File: src/design/cc20_pkg.sv
`timescale 1ns / 1ps
`default_nettype none
// ----------------------------------------------------------------------------
// cc20_pkg
// Types and constants shared by the ChaCha20 stream cipher modules.
// ----------------------------------------------------------------------------
package cc20_pkg;

  typedef logic [31:0]       cc20_word_t;
  typedef logic [15:0][31:0] cc20_block_t;

  // "expand 32-byte k", word 0 in the low slot
  localparam logic [3:0][31:0] CC20_SIGMA = {
    32'h6b206574, 32'h79622d32, 32'h3320646e, 32'h61707865
  };

  localparam int CFG_IDX_W  = 3;
  localparam int CFG_DATA_W = 64;

  localparam logic [CFG_IDX_W-1:0] CFG_KEY0     = 3'd0;
  localparam logic [CFG_IDX_W-1:0] CFG_KEY1     = 3'd1;
  localparam logic [CFG_IDX_W-1:0] CFG_KEY2     = 3'd2;
  localparam logic [CFG_IDX_W-1:0] CFG_KEY3     = 3'd3;
  localparam logic [CFG_IDX_W-1:0] CFG_NONCE_LO = 3'd4;
  localparam logic [CFG_IDX_W-1:0] CFG_NONCE_HI = 3'd5;
  localparam logic [CFG_IDX_W-1:0] CFG_INIT_CTR = 3'd6;

  typedef enum logic [1:0] {
    CORE_IDLE,
    CORE_ROUND,
    CORE_FINAL
  } cc20_core_st_t;

  typedef enum logic [1:0] {
    ST_IDLE,
    ST_BLOCK,
    ST_EMIT
  } cc20_st_t;

endpackage
`default_nettype wire

File: src/design/cc20_in_if.sv
`timescale 1ns / 1ps
`default_nettype none
// ----------------------------------------------------------------------------
// cc20_in_if
// Input byte channel: valid/ready handshake with data byte and last flag.
// ----------------------------------------------------------------------------
interface cc20_in_if;
  logic       valid;
  logic       ready;
  logic [7:0] data_byte;
  logic       last_byte;

  modport source (output valid, output data_byte, output last_byte, input ready);
  modport sink   (input valid, input data_byte, input last_byte, output ready);
endinterface
`default_nettype wire

File: src/design/cc20_out_if.sv
`timescale 1ns / 1ps
`default_nettype none
// ----------------------------------------------------------------------------
// cc20_out_if
// Result byte channel: valid/ready handshake with result byte and last flag.
// ----------------------------------------------------------------------------
interface cc20_out_if;
  logic       valid;
  logic       ready;
  logic [7:0] out_byte;
  logic       out_last;

  modport source (output valid, output out_byte, output out_last, input ready);
  modport sink   (input valid, input out_byte, input out_last, output ready);
endinterface
`default_nettype wire

File: src/design/cc20_core.sv
`timescale 1ns / 1ps
`default_nettype none
// ----------------------------------------------------------------------------
// cc20_core
// Keystream block generator: one shared half quarter-round unit per cycle,
// state kept as a 4x4 word matrix whose rows rotate so the unit always
// works on fixed taps.
// ----------------------------------------------------------------------------
module cc20_core #(
  parameter int DOUBLE_ROUNDS = 10
) (
  input  logic                clk,
  input  logic                rst_n,
  input  logic                start,
  input  cc20_pkg::cc20_block_t init_words,
  output logic                done,
  output cc20_pkg::cc20_block_t ks_words
);
  import cc20_pkg::*;

  localparam int DR_W = (DOUBLE_ROUNDS > 1) ? $clog2(DOUBLE_ROUNDS) : 1;

  cc20_core_st_t   st_r, st_nxt;
  cc20_block_t     mix_r, mix_nxt;
  logic [3:0]      step_r, step_nxt;
  logic [DR_W-1:0] dr_r, dr_nxt;

  logic load_en, round_en, final_en;
  logic half, diag, last_step, last_round;
  logic [3:0] idx_b, idx_c, idx_d;
  cc20_word_t qa, qb, qc, qd, a1, d0, d1, c1, b0, b1;
  cc20_block_t wb, rot, sum;

  assign half       = step_r[0];
  assign diag       = step_r[3];
  assign last_step  = (step_r == 4'hF);
  assign last_round = (dr_r == DR_W'(DOUBLE_ROUNDS - 1));

  // next state
  always_comb begin
    st_nxt = st_r;
    unique case (st_r)
      CORE_IDLE:  if (start) st_nxt = CORE_ROUND;
      CORE_ROUND: if (last_step && last_round) st_nxt = CORE_FINAL;
      CORE_FINAL: st_nxt = CORE_IDLE;
      default:    st_nxt = CORE_IDLE;
    endcase
  end

  // sequencer outputs
  always_comb begin
    load_en  = 1'b0;
    round_en = 1'b0;
    final_en = 1'b0;
    unique case (st_r)
      CORE_IDLE:  load_en  = start;
      CORE_ROUND: round_en = 1'b1;
      CORE_FINAL: final_en = 1'b1;
      default: ;
    endcase
  end

  assign done     = final_en;
  assign ks_words = mix_r;

  // column taps in the first half of a double round, diagonal taps after
  always_comb begin
    idx_b = diag ? 4'd5  : 4'd4;
    idx_c = diag ? 4'd10 : 4'd8;
    idx_d = diag ? 4'd15 : 4'd12;
    qa = mix_r[0];
    qb = mix_r[idx_b];
    qc = mix_r[idx_c];
    qd = mix_r[idx_d];
    a1 = qa + qb;
    d0 = qd ^ a1;
    d1 = half ? {d0[23:0], d0[31:24]} : {d0[15:0], d0[31:16]};
    c1 = qc + d1;
    b0 = qb ^ c1;
    b1 = half ? {b0[24:0], b0[31:25]} : {b0[19:0], b0[31:20]};
  end

  always_comb begin
    wb = mix_r;
    wb[0]     = a1;
    wb[idx_b] = b1;
    wb[idx_c] = c1;
    wb[idx_d] = d1;
    // each row moves one word toward column 0 after a full quarter round
    for (int r = 0; r < 4; r++) begin
      for (int c = 0; c < 4; c++) begin
        rot[4*r+c] = wb[4*r+((c+1)%4)];
      end
    end
    for (int i = 0; i < 16; i++) begin
      sum[i] = mix_r[i] + init_words[i];
    end
  end

  always_comb begin
    mix_nxt  = mix_r;
    step_nxt = step_r;
    dr_nxt   = dr_r;
    if (load_en) begin
      mix_nxt  = init_words;
      step_nxt = '0;
      dr_nxt   = '0;
    end else if (round_en) begin
      mix_nxt  = half ? rot : wb;
      step_nxt = step_r + 4'd1;
      if (last_step) begin
        dr_nxt = dr_r + DR_W'(1);
      end
    end else if (final_en) begin
      mix_nxt = sum;
    end
  end

  always_ff @(posedge clk) begin
    if (!rst_n) begin
      st_r   <= CORE_IDLE;
      step_r <= '0;
      dr_r   <= '0;
    end else begin
      st_r   <= st_nxt;
      step_r <= step_nxt;
      dr_r   <= dr_nxt;
    end
  end

  always_ff @(posedge clk) begin
    mix_r <= mix_nxt;
  end

endmodule
`default_nettype wire

File: src/design/chacha20_stream_cipher.sv
`timescale 1ns / 1ps
`default_nettype none
// ----------------------------------------------------------------------------
// chacha20_stream_cipher
// ChaCha20 byte stream cipher: each input byte is XORed with keystream.
// ----------------------------------------------------------------------------
// Usage:
//   Load key, nonce and initial block counter through the cfg_ write port
//   while the block is idle. Bytes enter on in_chan, one per transfer, with
//   last_byte marking the end of a message; each gives one byte on out_chan
//   with out_last copied through. The next byte after a last byte restarts
//   the stream at the initial counter.
// Sequence:
//   A byte that falls inside the current keystream block is accepted, then
//   loaded into the output register. A byte at block position zero first
//   builds a 64-byte block: a load of the core state, 16 half quarter rounds
//   per double round (one half quarter round per cycle through the shared
//   round unit), the final add, then the output load.
// Reset clears the configuration, the byte position and the output valid;
// the first byte then starts a message. While out_chan stalls, one result
// waits in the output register and one more byte can be accepted and
// processed up to its output load.
// ----------------------------------------------------------------------------
module chacha20_stream_cipher #(
  parameter int DOUBLE_ROUNDS = 10
) (
  input  logic                              clk,
  input  logic                              rst_n,
  input  logic                              cfg_we,
  input  logic [cc20_pkg::CFG_IDX_W-1:0]    cfg_index,
  input  logic [cc20_pkg::CFG_DATA_W-1:0]   cfg_data,
  cc20_in_if.sink                           in_chan,
  cc20_out_if.source                        out_chan
);
  import cc20_pkg::*;

  cc20_st_t    st_r, st_nxt;
  logic [3:0][63:0] key_r;
  logic [63:0] nonce_lo_r;
  logic [31:0] nonce_hi_r;
  logic [31:0] init_ctr_r;

  logic [31:0] block_count_r, block_count_nxt;
  logic [5:0]  pos_r, pos_nxt;
  logic        msg_start_r, msg_start_nxt;
  logic [7:0]  byte_r, byte_nxt;
  logic        last_r, last_nxt;
  logic        out_valid_r, out_valid_nxt;
  logic [7:0]  out_byte_r, out_byte_nxt;
  logic        out_last_r, out_last_nxt;

  logic        in_ready, in_xfer, emit, core_start, core_done;
  logic [5:0]  pos_eff;
  logic [31:0] ctr_sel;
  cc20_block_t init_words, ks_words;
  cc20_word_t  ks_word;
  logic [7:0]  ks_byte;

  // configuration registers
  always_ff @(posedge clk) begin
    if (!rst_n) begin
      key_r      <= '0;
      nonce_lo_r <= '0;
      nonce_hi_r <= '0;
      init_ctr_r <= '0;
    end else if (cfg_we) begin
      unique case (cfg_index)
        CFG_KEY0:     key_r[0]   <= cfg_data;
        CFG_KEY1:     key_r[1]   <= cfg_data;
        CFG_KEY2:     key_r[2]   <= cfg_data;
        CFG_KEY3:     key_r[3]   <= cfg_data;
        CFG_NONCE_LO: nonce_lo_r <= cfg_data;
        CFG_NONCE_HI: nonce_hi_r <= cfg_data[31:0];
        CFG_INIT_CTR: init_ctr_r <= cfg_data[31:0];
        default: ;
      endcase
    end
  end

  assign in_xfer = in_chan.valid && in_ready;
  assign pos_eff = msg_start_r ? 6'd0 : pos_r;

  // the counter word comes straight from the config on the first byte
  assign ctr_sel = (st_r == ST_IDLE && msg_start_r) ? init_ctr_r : block_count_r;

  always_comb begin
    for (int i = 0; i < 4; i++) begin
      init_words[i]       = CC20_SIGMA[i];
      init_words[4 + 2*i] = key_r[i][31:0];
      init_words[5 + 2*i] = key_r[i][63:32];
    end
    init_words[12] = ctr_sel;
    init_words[13] = nonce_lo_r[31:0];
    init_words[14] = nonce_lo_r[63:32];
    init_words[15] = nonce_hi_r;
  end

  cc20_core #(
    .DOUBLE_ROUNDS (DOUBLE_ROUNDS)
  ) u_core (
    .clk        (clk),
    .rst_n      (rst_n),
    .start      (core_start),
    .init_words (init_words),
    .done       (core_done),
    .ks_words   (ks_words)
  );

  // next state
  always_comb begin
    st_nxt = st_r;
    unique case (st_r)
      ST_IDLE:  if (in_xfer) st_nxt = (pos_eff == 6'd0) ? ST_BLOCK : ST_EMIT;
      ST_BLOCK: if (core_done) st_nxt = ST_EMIT;
      ST_EMIT:  if (emit) st_nxt = ST_IDLE;
      default:  st_nxt = ST_IDLE;
    endcase
  end

  // control outputs
  always_comb begin
    in_ready   = 1'b0;
    emit       = 1'b0;
    core_start = 1'b0;
    unique case (st_r)
      ST_IDLE: begin
        in_ready   = 1'b1;
        core_start = in_chan.valid && (pos_eff == 6'd0);
      end
      ST_EMIT:  emit = !out_valid_r || out_chan.ready;
      ST_BLOCK: ;
      default: ;
    endcase
  end

  assign ks_word = ks_words[pos_r[5:2]];
  assign ks_byte = 8'(ks_word >> {pos_r[1:0], 3'b000});

  always_comb begin
    block_count_nxt = block_count_r;
    pos_nxt         = pos_r;
    msg_start_nxt   = msg_start_r;
    byte_nxt        = byte_r;
    last_nxt        = last_r;
    out_byte_nxt    = out_byte_r;
    out_last_nxt    = out_last_r;
    out_valid_nxt   = out_valid_r && !out_chan.ready;
    if (in_xfer) begin
      byte_nxt      = in_chan.data_byte;
      last_nxt      = in_chan.last_byte;
      pos_nxt       = pos_eff;
      msg_start_nxt = 1'b0;
      if (msg_start_r) begin
        block_count_nxt = init_ctr_r;
      end
    end
    if (core_done) begin
      block_count_nxt = block_count_r + 32'd1;
    end
    if (emit) begin
      out_valid_nxt = 1'b1;
      out_byte_nxt  = byte_r ^ ks_byte;
      out_last_nxt  = last_r;
      // a last byte drops the rest of the block
      pos_nxt       = last_r ? 6'd0 : pos_r + 6'd1;
      msg_start_nxt = last_r;
    end
  end

  always_ff @(posedge clk) begin
    if (!rst_n) begin
      st_r          <= ST_IDLE;
      block_count_r <= '0;
      pos_r         <= '0;
      msg_start_r   <= 1'b1;
      out_valid_r   <= 1'b0;
    end else begin
      st_r          <= st_nxt;
      block_count_r <= block_count_nxt;
      pos_r         <= pos_nxt;
      msg_start_r   <= msg_start_nxt;
      out_valid_r   <= out_valid_nxt;
    end
  end

  always_ff @(posedge clk) begin
    byte_r     <= byte_nxt;
    last_r     <= last_nxt;
    out_byte_r <= out_byte_nxt;
    out_last_r <= out_last_nxt;
  end

  assign in_chan.ready     = in_ready;
  assign out_chan.valid    = out_valid_r;
  assign out_chan.out_byte = out_byte_r;
  assign out_chan.out_last = out_last_r;

endmodule
`default_nettype wire
File: src/flat_wrapper.sv
// flat-port wrapper written by rule: the top's interface ports become plain ports
module chacha20_stream_cipher_flat import cc20_pkg::*;
#(
  parameter int DOUBLE_ROUNDS = 10
)
  (clk, rst_n, cfg_we, cfg_index, cfg_data, in_chan_valid, in_chan_data_byte, in_chan_last_byte, in_chan_ready, out_chan_valid, out_chan_out_byte, out_chan_out_last, out_chan_ready);
  cc20_in_if in_chan_i ();
  cc20_out_if out_chan_i ();
  input  logic clk;
  input  logic rst_n;
  input  logic cfg_we;
  input  logic [cc20_pkg::CFG_IDX_W-1:0] cfg_index;
  input  logic [cc20_pkg::CFG_DATA_W-1:0] cfg_data;
  input wire logic [$bits(in_chan_i.valid)-1:0] in_chan_valid;
  input wire logic [$bits(in_chan_i.data_byte)-1:0] in_chan_data_byte;
  input wire logic [$bits(in_chan_i.last_byte)-1:0] in_chan_last_byte;
  output wire logic [$bits(in_chan_i.ready)-1:0] in_chan_ready;
  output wire logic [$bits(out_chan_i.valid)-1:0] out_chan_valid;
  output wire logic [$bits(out_chan_i.out_byte)-1:0] out_chan_out_byte;
  output wire logic [$bits(out_chan_i.out_last)-1:0] out_chan_out_last;
  input wire logic [$bits(out_chan_i.ready)-1:0] out_chan_ready;
  assign in_chan_i.valid = in_chan_valid;
  assign in_chan_i.data_byte = in_chan_data_byte;
  assign in_chan_i.last_byte = in_chan_last_byte;
  assign in_chan_ready = in_chan_i.ready;
  assign out_chan_valid = out_chan_i.valid;
  assign out_chan_out_byte = out_chan_i.out_byte;
  assign out_chan_out_last = out_chan_i.out_last;
  assign out_chan_i.ready = out_chan_ready;
  chacha20_stream_cipher #(.DOUBLE_ROUNDS(DOUBLE_ROUNDS)) u_core (.clk(clk), .rst_n(rst_n), .cfg_we(cfg_we), .cfg_index(cfg_index), .cfg_data(cfg_data), .in_chan(in_chan_i), .out_chan(out_chan_i));
endmodule
File: config.mk
export PLATFORM = sky130hd
export DESIGN_NAME = chacha20_stream_cipher_flat
export DESIGN_NICKNAME = d
export VERILOG_FILES = /design/src/design/cc20_pkg.sv /design/src/design/cc20_in_if.sv /design/src/design/cc20_out_if.sv /design/src/design/cc20_core.sv /design/src/design/chacha20_stream_cipher.sv /design/src/flat_wrapper.sv
export SDC_FILE = /design/constraint.sdc
export NUM_CORES = 2
export LEC_CHECK = 0
export BUFFER_PORTS_ARGS = -buffer_cell sky130_fd_sc_hd__buf_2
export CORE_MARGIN = 3
export CORE_UTILIZATION = 46
export CTS_CLUSTER_SIZE = 10
export DETAILED_ROUTE_END_ITERATION = 16
export MAX_ROUTING_LAYER = met4
export PLACE_DENSITY_LB_ADDON = 0.3
export SETUP_SLACK_MARGIN = 0.02
export SYNTH_ARGS = -nofsm -noshare
export SYNTH_HDL_FRONTEND = slang
export SYNTH_SLANG_ARGS = --single-unit
File: constraint.sdc
create_clock -name clk -period 9.5 [get_ports clk]
set_input_delay 0.95 -clock clk [delete_from_list [all_inputs] [get_ports clk]]
set_output_delay 0.95 -clock clk [all_outputs]
set_load 0.01 [all_outputs]
==> metrics.txt <==
status=finished, final reports clean; Rows=146; cell area after layout=around 0.08 sq mm; CTS Root Cell=clkbuf_16; Seq/Total Area, Yosys=around a third; Vias/cell=about 6.8; Vias=around 75k; period utilisation layout=just over 90%; CTS tree=built; #FFs+latches synth=between 900 and 1k; initial antenna violation count=44; Main synth FF type=dfxtp_1; hold_ws=about 0.33 ns; slowest stage delay, CP=roughly 0.70 ns; CTS H-tree lvls=3; clock sinks=966; total power=0.0338 W; Max Root-Sink Buffers=3; worst path bufs/invs=2; RSZ-0062 raised after global routing=no; per-cell routed wire length=~32 um; clk slew on worst S/H paths=0.07 ns; CP Capture Type=flop; Nets=around 9.3k; cell leakage power=30.3 nW; final setup fails=0; worst-skew pair later-pin latency=~0.85 ns; Async S/R FF share, synth=0%; area of the die=~0.17 sq mm; Fin. Hold Viols=0; Pwr Density=between 400 and 500 mW/mm^2; Initial Utilization=about 47%; I/O Pins=92; most frequent CP cell=a21o_1; Crit path arrival time=~9.6 ns; most frequent cells in the layout=nand2_1 (1365), a21oi_1 (1077), nor2_1 (813); fraction of layout cells with a size suffix above 1=about 9.1%; DP Worst Slack=around 0.56 ns; Filler cells=~15k; routability cong.=~1.1; syn nets=about 9.5k; Post-Syn Instances=8920; CTS hold repair buffers=0; die width=approximately 410 um; Final ANT Viol Nets=0; EDFF count, synth=between 400 and 500; Remaining Overflow, GRT=0; synthesized area per cell=8.30 sq um; largest net degree at the start of global routing=~160; die span in y=407 um; DRT Wirelength=around 350 mm; core area=roughly 0.16 sq mm; commonest non-fill, non-tap cell in the layout=nand2_1; vias in the first global route=68.1k; GRT Util Overall=41.8%; YS warnings=0; post-route setup TNS=0 ns; Final Skew=between 0.06 and 0.07 ns; worst hold path type=primary input to flop; Worst VDD drop=531 uV; drt first-iter violations=about 12k; drt pass-1 iters=7; Tmin final=between 8 and 9 ns; CP max-delay cell=xor2_1; placed cell area=roughly 0.076 sq mm; Critical Path RT=a little over 10 ns; Synth cell types=107; first-pass GRT wire length=around 500 mm; post-route setup slack=around 0.63 ns; WS Path Type=flop to flop; Max-Cap Viols=0; cts bufs inserted=118; Worst Tran Pin Value=around 1.3 ns; worst rel slew slack=a little under an eighth; Area Growth Syn to Fin=8.49%; Worst setup SP type=flop; Detail Placement HPWL=roughly 250 mm; CP delay by family, top=compound AO/OA/AOI/OAI gates; Max Freq=between 100 and 150 MHz; drt drc=0; fin. max-slew vios=0; Critical Path Fanout Max=25; mapped cell area=between 0.07 and 0.08 sq mm; PortBufs=91
-- final cells by class --
cell class,instances,area (sq um),area share [%]
repair buffers,230,1650,2.05
clock inverters,21,258,0.321
diodes,42,105,0.131
flip-flops and latches,966,23400,29.1
multi-input cells,7209,48000,59.7
well taps,2146,2690,3.34
inverters,203,790,0.983
clock buffers,196,3500,4.36
-- per-layer routing --
layer | wire [um] | global-route usage [%] | vias to the layer above
li1 | - | - | 32463
met1 | 133000 | 53.3 | 36014
met2 | 144000 | 57.6 | 5322
met3 | 47300 | 11.7 | 1097
met4 | 27600 | 27.3 | 0
met5 | 0 | - | -
-- final timing paths --
check,cells after the start,endpoint,startpoint,slack (ns)
min,1,u_core.byte_r[7],in_chan_data_byte[7],0.33
max,29,u_core.u_core.ks_words[226],u_core.u_core.step_r[3],0.63
min reg2reg,2,u_core.init_ctr_r[22],u_core.init_ctr_r[22],0.47
max reg2reg,29,u_core.u_core.ks_words[226],u_core.u_core.step_r[3],0.63
-- where the power goes --
part	total [W]	internal, W	switching, W
Sequential	0.00657	0.00532	0.00124
Clock	0.00456	0.00256	0.00201
Combinational	0.0226	0.00682	0.0158
-- worst reg2reg max path: cells and delay by family, from the launching register on --
kind | cells | cell delay, ns
xor+xnor | 3 | 1.57
mux | 1 | 0.48
compound gates | 19 | 4.06
simple gates | 2 | 0.79
flops | 1 | 0.68
buf+inv | 2 | 0.48
fa+ha+maj | 2 | 0.69
-- state kept, by name (all words and copies together), names as in the netlist, 6 cells and up --
| signal | cells |
|---|---|
| u_core.pos_r | 6 |
| u_core.u_core.ks_words | 480 |
| u_core.byte_r | 8 |
| u_core.nonce_hi_r | 32 |
| u_core.block_count_r | 32 |
| u_core.out_chan.out_byte | 8 |
| u_core.init_ctr_r | 32 |
| u_core.nonce_lo_r | 64 |
| u_core.init_words | 256 |
| u_core.u_core.qa | 32 |
-- timing repair --
item,4_1_cts,5_1_grt
setup endpoints to repair,0,4
setup buffers,0,1
resized for setup,0,1
-- synthesized netlist by cell type (all sizes together) (22+ instances only) --
library cell | count | area (sq um)
xnor2 | 310 | 2750
nand2 | 1372 | 5150
o21a | 142 | 1070
or2 | 40 | 250
and3 | 79 | 494
inv | 203 | 762
o21bai | 32 | 240
buf | 105 | 502
o221ai | 95 | 832
o211ai | 91 | 688
ha | 439 | 5490
a211o | 22 | 193
dfxtp | 564 | 11300
a211oi | 94 | 733
mux4 | 168 | 3780
a222oi | 30 | 300
clkbuf | 437 | 1640
o22ai | 29 | 195
o21ai | 555 | 2780
nor3 | 162 | 816
mux2i | 169 | 1690
nand3 | 144 | 721
a21o | 129 | 968
nor2 | 825 | 3100
edfxtp | 402 | 12100
a221oi | 82 | 718
xor2 | 185 | 1640
mux2 | 112 | 1260
a31oi | 84 | 526
a221o | 32 | 320
a21oi | 1081 | 5420
a21boi | 28 | 210
nand4 | 30 | 188
a22oi | 85 | 638
nor2b | 72 | 450
or3 | 58 | 363
and2 | 35 | 219
nand2b | 82 | 513
o31ai | 23 | 173
-- kinds of logic (layout without fill, tap and decap cells) --
kind of cell	count (synthesis)	count (layout)	share of synthesized area, %
simple gates	2954	2954	17.1
compound gates	2847	2847	24.3
flops	966	966	31.6
buf+inv	745	650	3.93
xor+xnor	502	502	6.14
fa+ha+maj	457	457	7.84
mux	449	449	9.10
other cells	0	42	0
-- through the flow --
stage / cells / utilization, %
floorplan: 8920 / -
global placement: 10753 / 48.0
detailed placement: 10753 / 48.0
CTS: 10970 / 50.4
global route: 11008 / 50.5
finish: 11013 / 50.5
Power figures use the tool's default switching activity.
